<file path="config.mk">
export PLATFORM = sky130hd
export DESIGN_NAME = spi_nor_command_framer_core
export DESIGN_NICKNAME = d
export VERILOG_FILES = /design/src/snc_pkg.sv /design/src/snc_ucode_rom.sv /design/src/snc_datapath.sv /design/src/spi_nor_command_framer_core.sv
export SDC_FILE = /design/constraint.sdc
export NUM_CORES = 1
export LEC_CHECK = 0
export ABC_AREA = 1
export BUFFER_PORTS_ARGS = -buffer_cell sky130_fd_sc_hd__buf_2
export CORE_UTILIZATION = 35
export DETAILED_ROUTE_END_ITERATION = 16
export PLACE_DENSITY_LB_ADDON = 0.1
export REMOVE_ABC_BUFFERS = 1
export SYNTH_ARGS = -nofsm -noshare
export SYNTH_HDL_FRONTEND = slang
export SYNTH_SLANG_ARGS = --single-unit
</file>
<file path="constraint.sdc">
create_clock -name i_clk -period 5.15 [get_ports i_clk]
set_input_delay 0.2575 -clock i_clk [delete_from_list [all_inputs] [get_ports i_clk]]
set_output_delay 0.2575 -clock i_clk [all_outputs]
set_load 0.03 [all_outputs]
</file>
<file path="src/snc_pkg.sv">
`timescale 1ns / 1ps
// ----------------------------------------------------------------------------
// snc_pkg: shared types and constants of the SPI NOR command framer
// Field widths, flash geometry, action and opcode codes, microcode step and
// condition codes, and the control structures passed between modules.
// ----------------------------------------------------------------------------
package snc_pkg;

    // Flash geometry
    localparam int SECTOR_BITS  = 12;
    localparam int SECTOR_BYTES = 1 << SECTOR_BITS;
    localparam int SECTOR_COUNT = 4096;
    localparam int PAGE_BITS    = 8;
    localparam int PAGE_BYTES   = 1 << PAGE_BITS;

    // Field widths
    localparam int ACT_W  = 3;
    localparam int SEC_W  = 12;
    localparam int OFS_W  = 12;
    localparam int CNT_W  = 13;
    localparam int ADDR_W = 24;
    localparam int OP_W   = 8;

    // Byte count limits
    localparam int TOTAL_CAP = 4096;
    localparam int PROG_CAP  = 16 * PAGE_BYTES;

    // Request actions
    localparam logic [ACT_W-1:0] ACT_READ         = 3'd0;
    localparam logic [ACT_W-1:0] ACT_FAST_READ    = 3'd1;
    localparam logic [ACT_W-1:0] ACT_PROGRAM      = 3'd2;
    localparam logic [ACT_W-1:0] ACT_SECTOR_ERASE = 3'd3;
    localparam logic [ACT_W-1:0] ACT_CHIP_ERASE   = 3'd4;

    // Flash opcodes
    localparam logic [OP_W-1:0] OP_READ         = 8'h03;
    localparam logic [OP_W-1:0] OP_FAST_READ    = 8'h0B;
    localparam logic [OP_W-1:0] OP_PROGRAM      = 8'h02;
    localparam logic [OP_W-1:0] OP_SECTOR_ERASE = 8'h20;
    localparam logic [OP_W-1:0] OP_CHIP_ERASE   = 8'h60;

    // Microcode steps
    localparam int STEP_W = 3;
    localparam logic [STEP_W-1:0] ST_FETCH  = 3'd0;
    localparam logic [STEP_W-1:0] ST_CHECK  = 3'd1;
    localparam logic [STEP_W-1:0] ST_BRANCH = 3'd2;
    localparam logic [STEP_W-1:0] ST_SINGLE = 3'd3;
    localparam logic [STEP_W-1:0] ST_PAGE   = 3'd4;

    // Jump conditions
    localparam int COND_W = 3;
    localparam logic [COND_W-1:0] C_ALWAYS    = 3'd0;
    localparam logic [COND_W-1:0] C_NO_ACCEPT = 3'd1;
    localparam logic [COND_W-1:0] C_SKIP      = 3'd2;
    localparam logic [COND_W-1:0] C_PROGRAM   = 3'd3;
    localparam logic [COND_W-1:0] C_MORE      = 3'd4;

    // One microcode word
    typedef struct packed {
        logic              take;
        logic              emit_single;
        logic              emit_page;
        logic [COND_W-1:0] cond;
        logic [STEP_W-1:0] jmp;
        logic [STEP_W-1:0] nxt;
    } t_ctrl;

    // Strobes from the sequencer to the datapath
    typedef struct packed {
        logic load;
        logic put_single;
        logic put_page;
    } t_cmd;

    // Status from the datapath to the sequencer
    typedef struct packed {
        logic skip;
        logic prog;
        logic more;
        logic out_free;
    } t_stat;

endpackage

</file>
<file path="src/snc_ucode_rom.sv">
`timescale 1ns / 1ps
// ----------------------------------------------------------------------------
// snc_ucode_rom: microprogram of the command framer
// Read-only table of control words, one per sequencer step.
// ----------------------------------------------------------------------------
module snc_ucode_rom (
    input  logic [snc_pkg::STEP_W-1:0] i_step,
    output snc_pkg::t_ctrl             o_ctrl
);

    // Look up the control word of the current step
    always_comb begin
        o_ctrl = '0;
        unique case (i_step)
            snc_pkg::ST_FETCH: begin
                o_ctrl.take = 1'b1;
                o_ctrl.cond = snc_pkg::C_NO_ACCEPT;
                o_ctrl.jmp  = snc_pkg::ST_FETCH;
                o_ctrl.nxt  = snc_pkg::ST_CHECK;
            end
            snc_pkg::ST_CHECK: begin
                o_ctrl.cond = snc_pkg::C_SKIP;
                o_ctrl.jmp  = snc_pkg::ST_FETCH;
                o_ctrl.nxt  = snc_pkg::ST_BRANCH;
            end
            snc_pkg::ST_BRANCH: begin
                o_ctrl.cond = snc_pkg::C_PROGRAM;
                o_ctrl.jmp  = snc_pkg::ST_PAGE;
                o_ctrl.nxt  = snc_pkg::ST_SINGLE;
            end
            snc_pkg::ST_SINGLE: begin
                o_ctrl.emit_single = 1'b1;
                o_ctrl.cond        = snc_pkg::C_ALWAYS;
                o_ctrl.jmp         = snc_pkg::ST_FETCH;
                o_ctrl.nxt         = snc_pkg::ST_FETCH;
            end
            snc_pkg::ST_PAGE: begin
                o_ctrl.emit_page = 1'b1;
                o_ctrl.cond      = snc_pkg::C_MORE;
                o_ctrl.jmp       = snc_pkg::ST_PAGE;
                o_ctrl.nxt       = snc_pkg::ST_FETCH;
            end
            default: begin
                o_ctrl.cond = snc_pkg::C_ALWAYS;
                o_ctrl.jmp  = snc_pkg::ST_FETCH;
                o_ctrl.nxt  = snc_pkg::ST_FETCH;
            end
        endcase
    end

endmodule

</file>
<file path="src/snc_datapath.sv">
`timescale 1ns / 1ps
// ----------------------------------------------------------------------------
// snc_datapath: request registers and descriptor output stage
// Holds the current request, steps address, remaining and done counts one
// page at a time, and keeps the descriptor until the consumer takes it.
// ----------------------------------------------------------------------------
module snc_datapath (
    input  logic                          i_clk,
    input  logic                          i_rst_n,
    input  snc_pkg::t_cmd                 i_cmd,
    output snc_pkg::t_stat                o_stat,
    input  logic [snc_pkg::ACT_W-1:0]     i_action,
    input  logic [snc_pkg::SEC_W-1:0]     i_sector_number,
    input  logic [snc_pkg::OFS_W-1:0]     i_byte_offset,
    input  logic [snc_pkg::CNT_W-1:0]     i_byte_total,
    output logic                          o_out_valid,
    input  logic                          i_out_ready,
    output logic [snc_pkg::OP_W-1:0]      o_opcode,
    output logic [snc_pkg::ADDR_W-1:0]    o_flash_address,
    output logic [snc_pkg::CNT_W-1:0]     o_transfer_bytes,
    output logic [snc_pkg::CNT_W-1:0]     o_buffer_index,
    output logic                          o_dummy_bytes,
    output logic                          o_enable_write_first,
    output logic                          o_poll_busy,
    output logic                          o_final_res
);

    // Request registers
    logic [snc_pkg::ACT_W-1:0]  r_action;
    logic [snc_pkg::ADDR_W-1:0] r_base;
    logic [snc_pkg::ADDR_W-1:0] r_addr;
    logic [snc_pkg::CNT_W-1:0]  r_left;
    logic [snc_pkg::CNT_W-1:0]  r_done;

    // Output stage
    logic                       r_out_valid;
    logic [snc_pkg::OP_W-1:0]   r_opcode;
    logic [snc_pkg::ADDR_W-1:0] r_flash_address;
    logic [snc_pkg::CNT_W-1:0]  r_transfer_bytes;
    logic [snc_pkg::CNT_W-1:0]  r_buffer_index;
    logic                       r_dummy_bytes;
    logic                       r_enable_write_first;
    logic                       r_poll_busy;
    logic                       r_final_res;
    logic                       n_out_valid;

    logic [snc_pkg::SEC_W-1:0]  w_sector;
    logic [snc_pkg::ADDR_W-1:0] w_base;
    logic [snc_pkg::CNT_W-1:0]  w_total;
    logic [snc_pkg::CNT_W-1:0]  w_page_room;
    logic [snc_pkg::CNT_W-1:0]  w_seg;

    // Form the start address and clamp the byte count of a new request
    always_comb begin
        w_sector = snc_pkg::SEC_W'(i_sector_number % snc_pkg::SECTOR_COUNT);
        w_base   = snc_pkg::ADDR_W'(32'(w_sector) << snc_pkg::SECTOR_BITS);
        w_total  = i_byte_total;
        if (w_total > snc_pkg::CNT_W'(snc_pkg::TOTAL_CAP)) begin
            w_total = snc_pkg::CNT_W'(snc_pkg::TOTAL_CAP);
        end
        if ((i_action == snc_pkg::ACT_PROGRAM)
            && (w_total > snc_pkg::CNT_W'(snc_pkg::PROG_CAP))) begin
            w_total = snc_pkg::CNT_W'(snc_pkg::PROG_CAP);
        end
    end

    // Segment: bytes up to the next page boundary, limited to what is left
    always_comb begin
        w_page_room = snc_pkg::CNT_W'(snc_pkg::PAGE_BYTES)
                    - snc_pkg::CNT_W'(r_addr[snc_pkg::PAGE_BITS-1:0]);
        w_seg = (w_page_room > r_left) ? r_left : w_page_room;
    end

    // Status for the sequencer's jumps
    always_comb begin
        o_stat.skip     = (r_action > snc_pkg::ACT_CHIP_ERASE)
                        || ((r_action == snc_pkg::ACT_PROGRAM)
                            && (r_left == '0));
        o_stat.prog     = (r_action == snc_pkg::ACT_PROGRAM);
        o_stat.more     = (r_left != w_seg);
        o_stat.out_free = !r_out_valid || i_out_ready;
    end

    // Load a request, then advance one page per emitted segment
    always_ff @(posedge i_clk) begin
        if (i_cmd.load) begin
            r_action <= i_action;
            r_base   <= w_base;
            r_addr   <= w_base + snc_pkg::ADDR_W'(i_byte_offset);
            r_left   <= w_total;
            r_done   <= '0;
        end else if (i_cmd.put_page) begin
            r_addr <= r_addr + snc_pkg::ADDR_W'(w_seg);
            r_left <= r_left - w_seg;
            r_done <= r_done + w_seg;
        end
    end

    // Hold the descriptor until the consumer takes it
    always_comb begin
        n_out_valid = r_out_valid;
        if (i_cmd.put_single || i_cmd.put_page) begin
            n_out_valid = 1'b1;
        end else if (i_out_ready) begin
            n_out_valid = 1'b0;
        end
    end

    always_ff @(posedge i_clk) begin
        if (!i_rst_n) begin
            r_out_valid <= 1'b0;
        end else begin
            r_out_valid <= n_out_valid;
        end
    end

    // Fill the descriptor fields
    always_ff @(posedge i_clk) begin
        if (i_cmd.put_page) begin
            r_opcode             <= snc_pkg::OP_PROGRAM;
            r_flash_address      <= r_addr;
            r_transfer_bytes     <= w_seg;
            r_buffer_index       <= r_done;
            r_dummy_bytes        <= 1'b0;
            r_enable_write_first <= 1'b1;
            r_poll_busy          <= 1'b1;
            r_final_res          <= !o_stat.more;
        end else if (i_cmd.put_single) begin
            r_buffer_index <= '0;
            r_final_res    <= 1'b1;
            unique case (r_action)
                snc_pkg::ACT_READ: begin
                    r_opcode             <= snc_pkg::OP_READ;
                    r_flash_address      <= r_addr;
                    r_transfer_bytes     <= r_left;
                    r_dummy_bytes        <= 1'b0;
                    r_enable_write_first <= 1'b0;
                    r_poll_busy          <= 1'b0;
                end
                snc_pkg::ACT_FAST_READ: begin
                    r_opcode             <= snc_pkg::OP_FAST_READ;
                    r_flash_address      <= r_addr;
                    r_transfer_bytes     <= r_left;
                    r_dummy_bytes        <= 1'b1;
                    r_enable_write_first <= 1'b0;
                    r_poll_busy          <= 1'b0;
                end
                snc_pkg::ACT_SECTOR_ERASE: begin
                    r_opcode             <= snc_pkg::OP_SECTOR_ERASE;
                    r_flash_address      <= r_base;
                    r_transfer_bytes     <= '0;
                    r_dummy_bytes        <= 1'b0;
                    r_enable_write_first <= 1'b1;
                    r_poll_busy          <= 1'b1;
                end
                default: begin
                    r_opcode             <= snc_pkg::OP_CHIP_ERASE;
                    r_flash_address      <= '0;
                    r_transfer_bytes     <= '0;
                    r_dummy_bytes        <= 1'b0;
                    r_enable_write_first <= 1'b1;
                    r_poll_busy          <= 1'b1;
                end
            endcase
        end
    end

    assign o_out_valid          = r_out_valid;
    assign o_opcode             = r_opcode;
    assign o_flash_address      = r_flash_address;
    assign o_transfer_bytes     = r_transfer_bytes;
    assign o_buffer_index       = r_buffer_index;
    assign o_dummy_bytes        = r_dummy_bytes;
    assign o_enable_write_first = r_enable_write_first;
    assign o_poll_busy          = r_poll_busy;
    assign o_final_res          = r_final_res;

endmodule

</file>
<file path="src/spi_nor_command_framer_core.sv">
`timescale 1ns / 1ps
// ----------------------------------------------------------------------------
// spi_nor_command_framer_core: SPI NOR command descriptor framer
// Turns one flash request into SPI NOR command descriptors, splitting
// programs at page boundaries, under a small microcoded sequencer.
// ----------------------------------------------------------------------------
//  channel  | direction | handshake                | payload
//  ---------+-----------+--------------------------+---------------------------
//  request  | in        | i_in_valid / o_in_ready  | action, sector, offset, total
//  command  | out       | o_out_valid / i_out_ready| opcode, address, counts, flags
//
//  A request is taken only at the fetch step; the next one is taken after
//  its last descriptor has been loaded into the output register. Reads and
//  erases end with the single step, programs with one page step per page
//  (up to 17 pages); unknown actions and empty programs return to fetch at
//  the check step. The step counter emits one page descriptor per cycle at
//  the page step while the output register is free; a full output register
//  stalls the emitting step until the consumer takes it. Reset (synchronous,
//  active low) returns to the fetch step and empties the output register.
// ----------------------------------------------------------------------------
module spi_nor_command_framer_core (
    input  logic        i_clk,
    input  logic        i_rst_n,
    input  logic        i_in_valid,
    output logic        o_in_ready,
    input  logic [2:0]  i_action,
    input  logic [11:0] i_sector_number,
    input  logic [11:0] i_byte_offset,
    input  logic [12:0] i_byte_total,
    output logic        o_out_valid,
    input  logic        i_out_ready,
    output logic [7:0]  o_opcode,
    output logic [23:0] o_flash_address,
    output logic [12:0] o_transfer_bytes,
    output logic [12:0] o_buffer_index,
    output logic        o_dummy_bytes,
    output logic        o_enable_write_first,
    output logic        o_poll_busy,
    output logic        o_final_res
);

    logic [snc_pkg::STEP_W-1:0] r_step;
    logic [snc_pkg::STEP_W-1:0] n_step;
    snc_pkg::t_ctrl             w_ctrl;
    snc_pkg::t_cmd              w_cmd;
    snc_pkg::t_stat             w_stat;
    logic                       w_accept;
    logic                       w_cond;
    logic                       w_stall;

    snc_ucode_rom u_rom (
        .i_step (r_step),
        .o_ctrl (w_ctrl)
    );

    // Evaluate the jump condition of the current word
    always_comb begin
        case (w_ctrl.cond)
            snc_pkg::C_ALWAYS:    w_cond = 1'b1;
            snc_pkg::C_NO_ACCEPT: w_cond = !w_accept;
            snc_pkg::C_SKIP:      w_cond = w_stat.skip;
            snc_pkg::C_PROGRAM:   w_cond = w_stat.prog;
            snc_pkg::C_MORE:      w_cond = w_stat.more;
            default:              w_cond = 1'b1;
        endcase
    end

    // Gate strobes and pick the next step; hold while the output is full
    always_comb begin
        w_accept         = i_in_valid && w_ctrl.take;
        w_stall          = (w_ctrl.emit_single || w_ctrl.emit_page) && !w_stat.out_free;
        w_cmd.load       = w_accept;
        w_cmd.put_single = w_ctrl.emit_single && w_stat.out_free;
        w_cmd.put_page   = w_ctrl.emit_page && w_stat.out_free;
        if (w_stall) begin
            n_step = r_step;
        end else if (w_cond) begin
            n_step = w_ctrl.jmp;
        end else begin
            n_step = w_ctrl.nxt;
        end
    end

    always_ff @(posedge i_clk) begin
        if (!i_rst_n) begin
            r_step <= snc_pkg::ST_FETCH;
        end else begin
            r_step <= n_step;
        end
    end

    assign o_in_ready = w_ctrl.take;

    snc_datapath u_dp (
        .i_clk                (i_clk),
        .i_rst_n              (i_rst_n),
        .i_cmd                (w_cmd),
        .o_stat               (w_stat),
        .i_action             (i_action),
        .i_sector_number      (i_sector_number),
        .i_byte_offset        (i_byte_offset),
        .i_byte_total         (i_byte_total),
        .o_out_valid          (o_out_valid),
        .i_out_ready          (i_out_ready),
        .o_opcode             (o_opcode),
        .o_flash_address      (o_flash_address),
        .o_transfer_bytes     (o_transfer_bytes),
        .o_buffer_index       (o_buffer_index),
        .o_dummy_bytes        (o_dummy_bytes),
        .o_enable_write_first (o_enable_write_first),
        .o_poll_busy          (o_poll_busy),
        .o_final_res          (o_final_res)
    );

    // A request is only ever taken at the fetch step
    a_accept_at_fetch: assert property (@(posedge i_clk) disable iff (!i_rst_n)
        (i_in_valid && o_in_ready) |-> (r_step == snc_pkg::ST_FETCH))
        else $error("request taken outside the fetch step");

    // Loading, single emission and page emission never coincide
    a_one_strobe: assert property (@(posedge i_clk) disable iff (!i_rst_n)
        $onehot0({w_cmd.load, w_cmd.put_single, w_cmd.put_page}))
        else $error("conflicting datapath strobes");

    // After the last descriptor of a request, return to fetch
    a_last_returns: assert property (@(posedge i_clk) disable iff (!i_rst_n)
        (w_cmd.put_single || (w_cmd.put_page && !w_stat.more))
        |=> (r_step == snc_pkg::ST_FETCH))
        else $error("sequencer did not return to fetch after last descriptor");

    // A descriptor that is loaded always carries the final flag on single steps
    a_single_final: assert property (@(posedge i_clk) disable iff (!i_rst_n)
        w_cmd.put_single |=> (o_out_valid && o_final_res))
        else $error("single descriptor not marked final");

endmodule
</file>
Word level (Yosys, flattened, before mapping)
Cells that the tools add are included.
{"block": "totals", "register_bits": 130, "latch_bits": 0, "ramBits": 0, "romBits": 0, "input_bits": 44, "memories": 0}
{"block": "op_classes", "addsub": 5, "mul": 0, "div_mod_pow": 0, "n_lt_le_gt_ge": 4, "eq_ne": 13, "shift": 0, "n_mux": 28, "bitwise": 0, "reduce_logical": 21}
{"op": "$mux W13", "n": 10}
{"op": "$mux W24", "n": 4}
{"op": "$pmux W24 S2", "n": 1}
{"op": "$pmux W9 S4", "n": 1}
{"op": "$gt A13 B13 Y1 const B", "n": 2}
{"op": "$add A24 B12 Y24", "n": 1}
{"op": "$add A24 B13 Y24", "n": 1}
{"op": "$eq A3 B2 Y1 const B", "n": 7}
{"op": "$pmux W7 S3", "n": 1}
{"op": "$add A13 B13 Y13", "n": 1}
{"op": "$gt A13 B13 Y1", "n": 1}
{"op": "$logic_not A13 Y1", "n": 1}
{"op": "$ne A13 B13 Y1", "n": 1}
{"op": "$sub A13 B13 Y13", "n": 1}
{"op": "$sub A9 B8 Y10 const A", "n": 1}
{"op": "$eq A3 B1 Y1 const B", "n": 3}
{"op": "$mux W1", "n": 9}
{"op": "$eq A3 B3 Y1 const B", "n": 2}
{"op": "$logic_and A1 B1 Y1", "n": 6}
{"op": "$logic_not A3 Y1", "n": 2}
{"op": "$reduce_bool A2 Y1", "n": 3}
{"op": "$logic_not A1 Y1", "n": 4}
{"op": "$logic_or A1 B1 Y1", "n": 4}
{"op": "$pmux W1 S4", "n": 1}
{"op": "3 further kinds", "n": 3}

Logic depth before layout (Yosys ltp)
Gate-level depths: netlist of run 1.
{"block": "logic_depth", "depth_word": 6, "ltp_mapped": 31, "depth_no_buf": 31}

Hierarchy
Synthesis of run 1 repeated with hierarchy kept, for this count alone.
{"block": "hier_totals", "hier_cells": 1107, "area_unflattened_um2": 8281.7}
{"module": "snc_datapath", "n_inst": 1, "cells_per_inst": 1037, "area_each_um2": 7920.1, "seq_area_each_um2": 3493.4}
{"module": "spi_nor_command_framer_core", "n_inst": 1, "cells_per_inst": 51, "area_each_um2": 261.5, "seq_area_each_um2": 60.1}
{"module": "snc_ucode_rom", "n_inst": 1, "cells_per_inst": 19, "area_each_um2": 100.1, "seq_area_each_um2": 0.0}

Least setup slack after synthesis of run 1
OpenSTA, ideal clock, no wires.
{"block": "synth_path", "kind": "reg-to-reg", "start": "register u_dp.r_addr[0] in the netlist's numbering", "end": "register u_dp.r_addr[12] in the netlist's numbering (data pin)", "setup_ps": 254, "t_arrival_ps": 3500, "t_required_ps": 4896, "setup_slack_ps": 1397, "stages_incl_launch_ff": 27, "synth_period_minus_slack_ps": 3753, "path_cell_list": "edfxtp_1 -> inv_1 -> ha_1 -> nand2_1 -> nor2_1 -> nand2_1 -> nor2_1 -> nand2_1 -> nand2_1 -> inv_1 -> ha_1 -> nand2_1 -> nor2_1 -> nand3_2 -> nand2_4 -> nand2_2 -> and2_1 -> ha_1 -> fa_1 -> nand3_1 -> nand3_1 -> nand2_1 -> nand2_1 -> nand2_1 -> nand3b_1 -> nand3_1 -> nand2_1"}
{"block": "synth_via", "elab_chain_cells": 6}
{"item": "start: declaration", "line_no": "snc_datapath.sv:31", "rtl": "logic [snc_pkg::ADDR_W-1:0] r_addr;"}
{"item": "start signal: assignment", "line_no": "snc_datapath.sv:89", "rtl": "r_addr <= w_base + snc_pkg::ADDR_W'(i_byte_offset);"}
{"item": "start signal: assignment", "line_no": "snc_datapath.sv:93", "rtl": "r_addr <= r_addr + snc_pkg::ADDR_W'(w_seg);"}
{"item": "$sub A9 B8 Y10", "line_no": "snc_datapath.sv:70", "rtl": "- snc_pkg::CNT_W'(r_addr[snc_pkg::PAGE_BITS-1:0]);"}
{"item": "$gt A13 B13 Y1", "line_no": "snc_datapath.sv:71", "rtl": "w_seg = (w_page_room > r_left) ? r_left : w_page_room;"}
{"item": "$mux W13", "line_no": "snc_datapath.sv:71"}
{"item": "$add A24 B13 Y24 (*)", "line_no": "snc_datapath.sv:93"}
{"item": "$mux W24 (*)", "line_no": "snc_datapath.sv:92", "rtl": "end else if (i_cmd.put_page) begin"}
{"item": "$mux W24 (*)", "line_no": "snc_datapath.sv:86", "rtl": "if (i_cmd.load) begin"}
Every way passes the cells marked *; elsewhere a longest branch is shown, timed or not. The select of a mux whose other input is x is not followed.
A chain may end at the register's enable or synchronous reset.

Worst setup path in the final report of run 1
{"block": "layout_path", "start": "register u_dp.r_addr[0] in the netlist's numbering", "end": "register u_dp.r_addr[10] in the netlist's numbering (data pin)"}
Same word-level chain as after synthesis.

==> results.md, run 1 <==
* Sequential-to-total area share from yosys stat at around 44%
* Final Critical Period at 4248 ps
* Total CTS buffers at 17
* Detailed Route WL at between 20000 and 25000 microns
* Fin. Hold Viols at 0
* Fmax at roughly 0.24 GHz
* Post-CTS Hold Fix Bufs at 3
* Worst hold slack at about 13 ps
* Ant. Diodes at 0
* Final worst path period share at approximately 82%
* Fin nets at between 1000 and 1500
* Arr. time, crit path at 4440 ps
* DR iter-0 viols at about 370
* Deepest clock path buffer count at 2
* # port buffers at ~100
* Fraction of layout cells with a size suffix above 1 at between 10% and 20%
* CP Launch Type: register
* Post-CTS sizing at 0
* GRT Util Overall at between 15 and 20%
* R2R setup slack at approximately 900 ps
* Synthesized instance count at about 1100
* Vias/cell at roughly 4.7
* DRC at 0
* Maxcap violations at 0
* Global-route wire length before repair at between 30000 and 40000 microns
* DP HPWL at ~17000 microns
* Worst hold path class: input port to register
* Worst reg2reg endpoint: u_dp.r_addr[10]
* Leak pwr at roughly 4.5 nW
* Measured slew at the worst slew-check pin at 994.9 ps
* Pins Over Slew Limit at 0
* CTS tree: built
* End of the critical path: u_dp.r_addr[10]
* Die Wd at 154.1 microns
* Clock skew at around 9.4 ps
* Status: finished, final reports clean
* Layout area overhead at 17.96%
* Setup_tns at 0 ps
* Worst-path clk slew at 60 ps
* FP Rows at 55
* First drt pass iteration count at 5
* Worst Slack Setup Final at roughly 900 ps
* Wire length per cell at 15.00 microns
* Multiplexer share of the synthesized area at 0%
* PD cells at roughly 580 nW/um^2
* Initial core utilization at a little over a third
* Die Span Y at roughly 150 microns
* Slew HR at around a third
* Core area at between 20000 and 25000 sq um
* Post-synth top area share at between 30% and 40%
* Post-synthesis xor/xnor area fraction at 1.405%
* Vias in the first global route at between 6000 and 7000
* DR vias at approximately 6900
* Post-CTS Setup Bufs at 0
* Yosys reg bits at about 130
* Avg Synthesized Cell Area at around 7.7 sq um
* Placement Setup Slack at 913.8 ps
* Routability Congestion at around 0.86
* Total grt overflow at 0
* Number of synthesized flops with an enable pin at 103
* Initial antenna violation count at 0
* Crit path required time at around 5300 ps
* R2R Path Start: u_dp.r_addr[0]
* Die ar. at ~24000 sq um
* Top post-synthesis cells by area: edfxtp_1, nand2_1, inv_1
* Largest family of logic cells by synthesized area: simple AND/OR/NAND/NOR gates
* RSZ-0062 raised after global routing: no
* Root Driver: clkbuf_16
* Fill cells at around 2400
* IO Pins at ~110
* Largest net degree at the start of global routing at 33
* Worst Path Class, Setup: register to register
* Setup violations, final at 0
* Power Total at roughly 5.5 mW
* ANT nets after route at 0
* Asr flop ratio synth at 0%
* Post-synth top flop: edfxtp_1
* Crit. Startpoint: u_dp.r_addr[0]
* Clock sink count at about 130
* Post-synth cell types at 39
* Simple-Gate Fraction of Synth Area at 30.87%
* Endpoint type of the worst setup path: register
* Htree depth at 4
* Peak VDD IR at between 0.2 and 0.3 mV
* Leading area contributor after synthesis: edfxtp_1
* Post-Syn Area at a little over 8000 sq um
* Worst-Skew Late Latency at 440 ps
* Worst Path Max Fanout at 10
* Compound-Gate Fraction of Synth Area at 6.795%
* Adder-cell area share of the yosys netlist at 7.537%
* R2R cell count at 26
* Yosys warns at 0
-- kinds of logic (layout without fill, tap and decap cells) --
group                      after synthesis  after routing
DFF                                    126            126
adders and majority gates               47             47
other                                    1             10
xor gates and xnor gates                13             13
AOI/OAI and AO/OA                      104            104
buffers and inverters                  189            317
and+or+nand+nor                        574            574
-- critical path, stage by stage, from the launching register on --
cell      delay [ps]
edfxtp_1         420
inv_1            160
ha_1             210
nand2_1           70
nor2_1            80
nand2_1           80
nor2_1           120
nand2_1           60
nand2_1          110
inv_1             50
ha_1             280
nand2_1           70
nor2_1           120
nand3_2          240
nand2_4          240
nand2_2           70
and2_1           190
ha_1             240
fa_1             440
nand3_1           90
nand3_1          160
nand2_1          100
nand2_1           90
nand2_1          100
nand3b_1          80
nand3_1           80
nand2_1           50
-- metal layers --
layer  vias up  GRT usage, %  wire, microns
li1       3643             -              -
met1      3153         26.11          10820
met2        98         31.97          10370
met3        18         3.523            618
met4         0         5.429            327
met5         -             0              0
-- final cells by class --
cell class | count | area [sq um] | area share [%]
sequential | 126 | 3553 | 37.18
tap | 285 | 356.6 | 3.731
timing repair buffer | 117 | 645.6 | 6.756
clock inverter | 15 | 128.9 | 1.349
clock buffer | 17 | 425.4 | 4.451
multi-input combinational | 748 | 3816 | 39.93
inverter | 168 | 630.6 | 6.599
-- registers in the layout (all words and copies together), names as in the netlist, 3 cells and up --
signal,count
r_step,3
u_dp.o_buffer_index,13
u_dp.o_flash_address,24
u_dp.o_opcode,5
u_dp.o_transfer_bytes,13
u_dp.r_action,3
u_dp.r_addr,24
u_dp.r_base,12
u_dp.r_done,13
u_dp.r_left,13
-- power by group --
part / total, mW / switching, mW / leakage (nW) / internal (mW)
clock network: 1.16 / 0.529 / 0.271 / 0.632
logic: 2.82 / 1.86 / 3.12 / 0.953
registers: 1.56 / 0.174 / 1.16 / 1.39
-- placed cells by master, fill, tap and decap left out, types with 3 or more instances in the layout --
cell and instances:
nand2_1 299, inv_1 150, nand3_1 104, buf_2 104, edfxtp_1 103, nor2_1 101, ha_1 44, o21ai_0 39
a21oi_1 34, nand2_2 30, dfxtp_1 23, o21ai_1 18, inv_2 17, clkbuf_16 17, nor2_2 10, conb_1 10
nand4_1 8, xnor2_1 8, nand3b_1 6, dlygate4sd3_1 6, buf_4 6, xor2_1 5, inv_6 5, o22ai_1 4
nand3_2 3, o21bai_1 3, fa_1 3, inv_8 3, clkinv_4 3
-- through the flow --
stage / utilization [%] / cells / instance area, sq um
2_1_floorplan: - / 1042 / 7998
3_3_place_gp: 39.50 / 1438 / 8942
3_5_place_dp: 39.50 / 1438 / 8942
4_1_cts: 42.08 / 1473 / 9527
5_1_grt: 42.21 / 1476 / 9557
6_report: 42.21 / 1476 / 9557
-- worst min path at each step --
stage / from / end / slack, ps / depth (start not counted)
2_1_floorplan: i_action[0] / u_dp.r_action[0] / 360 / 0
3_3_place_gp: i_sector_number[2] / u_dp.r_base[14] / 450 / 1
3_5_place_dp: i_action[0] / u_dp.r_action[0] / 450 / 1
4_1_cts: i_sector_number[2] / u_dp.r_base[14] / 2 / 1
5_1_grt: i_action[1] / u_dp.r_action[1] / 1 / 1
6_report: i_sector_number[8] / u_dp.r_base[20] / 10 / 1
-- synthesized netlist by cell type (2+ instances only) --
master,count
edfxtp_1,103
inv_1,150
nor4_1,2
buf_4,9
buf_2,8
nor2_4,2
nor2_2,10
nor3_2,2
a32o_1,2
nand2_2,29
nand2_4,2
o21ai_0,39
dfxtp_1,23
o21bai_1,3
a21o_1,2
nor2_1,101
nand3b_1,6
a31oi_1,2
nor3_1,2
a21oi_1,34
o22ai_1,4
xor2_1,5
nand2_1,300
fa_1,3
nand3_2,3
xnor2_1,8
nand3_1,104
nand4_1,8
buf_6,2
inv_2,17
o21ai_1,18
ha_1,44
Power figures use the tool's default switching activity.
==> run 2: changes to the inputs <==
Settings changed: ABC_AREA 1 to 0.
Clock period 5.15 ns to 4.05 ns, I/O delays scaled along.
==> run 2 against run 1 <==
Net effect:
- the flow now finishes with violations (setup timing)
- highest routed layer unchanged
- die area down 9.2%
- flip-flop and latch count unchanged
- via count down 6.1%
- clock skew about the same
- fmax down 3.6%
- setup slack worse by 1300 ps
- largest power group unchanged
- utilization up 11 points
- sequential power up 28%
==> results.md, run 2 <==
* Status: complete, but fails checks
* Failing checks: setup timing
* Synthesized instance count at approximately 700
* PD cells at a little under 900 nW/um^2
* Detailed Route WL at ~22000 microns
* Worst Path Class, Setup: register to register
* Worst Hold Endpoint: u_dp.o_out_valid
* Endpoint type of the worst setup path: register
* Worst Path Max Fanout at 5
* Final worst path period share at 108.8%
* Wire length per cell at between 15 and 20 microns
* Measured slew at the worst slew-check pin at ~820 ps
* Final instance area at ~11000 sq um
* HP Start: i_rst_n
* Initial antenna violation count at 1
* R2R setup slack at -360 ps
* Peak VDD IR at about 0.48 mV
* Placed cells at 1171
* R2R cell count at 21
* Post-synth top area share at 42.10%
* Deepest clock path buffer count at 2
* Final Util at a little over half
* Largest net degree at the start of global routing at 60
* Worst Slack Setup Final at -357.3 ps
* Crit path required time at 4210 ps
* Die Span Y at 146.9 microns
* Post-synth cell types at between 70 and 80
* IO Pins at roughly 110
* Worst hold path class: input port to register
* R2R Path Start: u_dp.r_addr[0]
* Global-route wire length before repair at ~33000 microns
* Worst path slowest cell: edfxtp_1
* Clock sink count at roughly 130
* Commonest cells after routing, fill and taps aside: buf_4, buf_2, edfxtp_1
* Avg Synthesized Cell Area at around 10 sq um
* Arr. time, crit path at around 4600 ps
* Asr flop ratio synth at 0%
* Worst path max stage delay at a little over 400 ps
* Vias in the first global route at 6452
* Number of synthesized flops with an enable pin at 103
* ANT nets after route at 0
* Die Wd at 146.9 microns
* Top post-synthesis cells by area: edfxtp_1, ha_1, dfxtp_1
* Htree depth at 4
* Fin. Hold Viols at 0
* Leading area contributor after synthesis: edfxtp_1
* DR vias at around 6500
* Top cell by count, worst path: ha_4
* # port buffers at ~100
* Fill cells at ~1800
* Fraction of layout cells with a size suffix above 1 at 41.24%
* Vias/cell at about 5.2
* DRC at 0
* Hold Path Depth at 2
* Setup violations, final at 35
* Slew HR at 44.61%
* Post-synth top flop: edfxtp_1
* Die ar. at roughly 22000 sq um
* Ant. Diodes at 0
* Crit path buf inv count at 4
* Clock skew at 9.109 ps
* Maxcap violations at 0
* Final Critical Period at around 4400 ps
* Worst reg2reg endpoint: u_dp.r_addr[10]
* Root Driver: clkbuf_16
* CP Launch Type: register
* GRT Util Overall at 19.88%
* Initial core utilization at between 30 and 40%
* Final cell count without fillers at roughly 1300
* Pins Over Slew Limit at 0
* CTS tree: built
* Fin nets at 1060
* Total CTS buffers at 17
* Crit-path cells: inv_2 -> ha_4 -> nand2_4 -> or3_4 -> xor2_2 -> ha_1 -> nand4_1 -> a21oi_2 -> o211ai_4 -> nand2_2 -> o21ai_4 -> buf_12 -> ha_4 -> fa_2 -> a211o_1 -> o211ai_1 -> a311o_2 -> buf_4 -> buf_6 -> xor2_4 -> o21ai_2
* Routability Congestion at approximately 0.9
* DR iter-0 viols at about 340
* Leak pwr at around 4.4 nW
* Commonest cells in the netlist: edfxtp_1, nand2_1, o21ai_0
* FP Rows at 52
* Yosys reg bits at about 130
* RSZ-0062 raised after global routing: yes
* Core area at a little over 20000 sq um
* Layout area overhead at 47.85%
* Sequential-to-total area share from yosys stat at between 40% and 50%
* Most common cell after layout, fill and taps aside: buf_4
* Total grt overflow at 0
* Post-Syn Area at 7347 sq um
* DP HPWL at 14850 microns
* Placed instance area at 8977 sq um
* Power Total at between 9 and 10 mW
* Worst-path clk slew at roughly 60 ps
* Top-count cell post-synth: edfxtp_1
* First drt pass iteration count at 5
* Delay-heaviest family, CP: compound AO/OA/AOI/OAI gates
* Fmax at 0.2269 GHz
* Worst-Skew Late Latency at 420 ps
* Yosys warns at 0
-- run 2: cells by family after synthesis --
group                      count (synthesis)  synth area share [%]
adders and majority gates                 47                 8.311
and+or+nand+nor                          241                 16.49
muxes                                      4                0.5450
buffers and inverters                     53                 3.542
AOI/OAI and AO/OA                        199                 19.01
xor gates and xnor gates                  31                 3.695
other                                      1               0.05104
DFF                                      126                 48.37
-- run 2: area by class of cell --
class | instances | area (sq um) | area share, %
clock buffers | 19 | 432.9 | 3.985
repair buffers | 270 | 1942 | 17.88
multi-input cells | 533 | 4307 | 39.65
clock inverters | 13 | 211.5 | 1.947
flip-flops and latches | 126 | 3553 | 32.71
well taps | 270 | 337.8 | 3.110
inverters | 21 | 78.83 | 0.7256
-- run 2: stage by stage --
stage	TNS [ps]	hold WS, ps	setup slack (ps)
3_5_place_dp	-16930	383.5	-634.7
5_1_grt	-14300	31.14	-521.2
4_1_cts	-5101	27.81	-283.0
3_3_place_gp	-12370	381.9	-511.8
6_report	-8022	44.28	-357.3
2_1_floorplan	-18500	301.4	-806.3
-- run 2: where the power goes --
| part | switching (mW) | internal (mW) | total, mW |
|---|---|---|---|
| combinational | 2.94 | 3.06 | 6.00 |
| clock | 0.589 | 1.10 | 1.69 |
| sequential | 0.215 | 1.79 | 2.00 |
| total | 3.74 | 5.95 | 9.69 |
-- run 2: worst max path at each step --
stage	from	to	slack, ps	cells past startpoint
final	u_dp.r_addr[0]	u_dp.r_addr[10]	-360	21
after global routing	u_dp.r_addr[2]	u_dp.r_addr[10]	-520	20
after CTS	u_dp.r_addr[0]	u_dp.r_left[7]	-280	19
after detailed placement	u_dp.r_addr[0]	u_dp.r_left[12]	-630	20
after global placement	u_dp.r_addr[0]	u_dp.r_left[12]	-510	19
after floorplan	u_dp.r_addr[0]	u_dp.r_addr[12]	-810	18
-- run 2: what timing repair did --
item,CTS,global route
hold endpoints to repair,15,0
pin swaps,26,49
buffers inserted,20,16
hold buffers,15,0
resized for setup,72,97
gates cloned,0,2
endpoints found under the setup margin,43,44
-- run 2: layer usage --
metal  GRT usage (%)  vias to the layer above  wire length (microns)
met5               0                        -                      0
met4           7.552                        0                    425
met3           2.857                       31                    737
met2           32.51                      153                  10340
met1           26.62                     3148                  10030
li1                -                     3160                      -
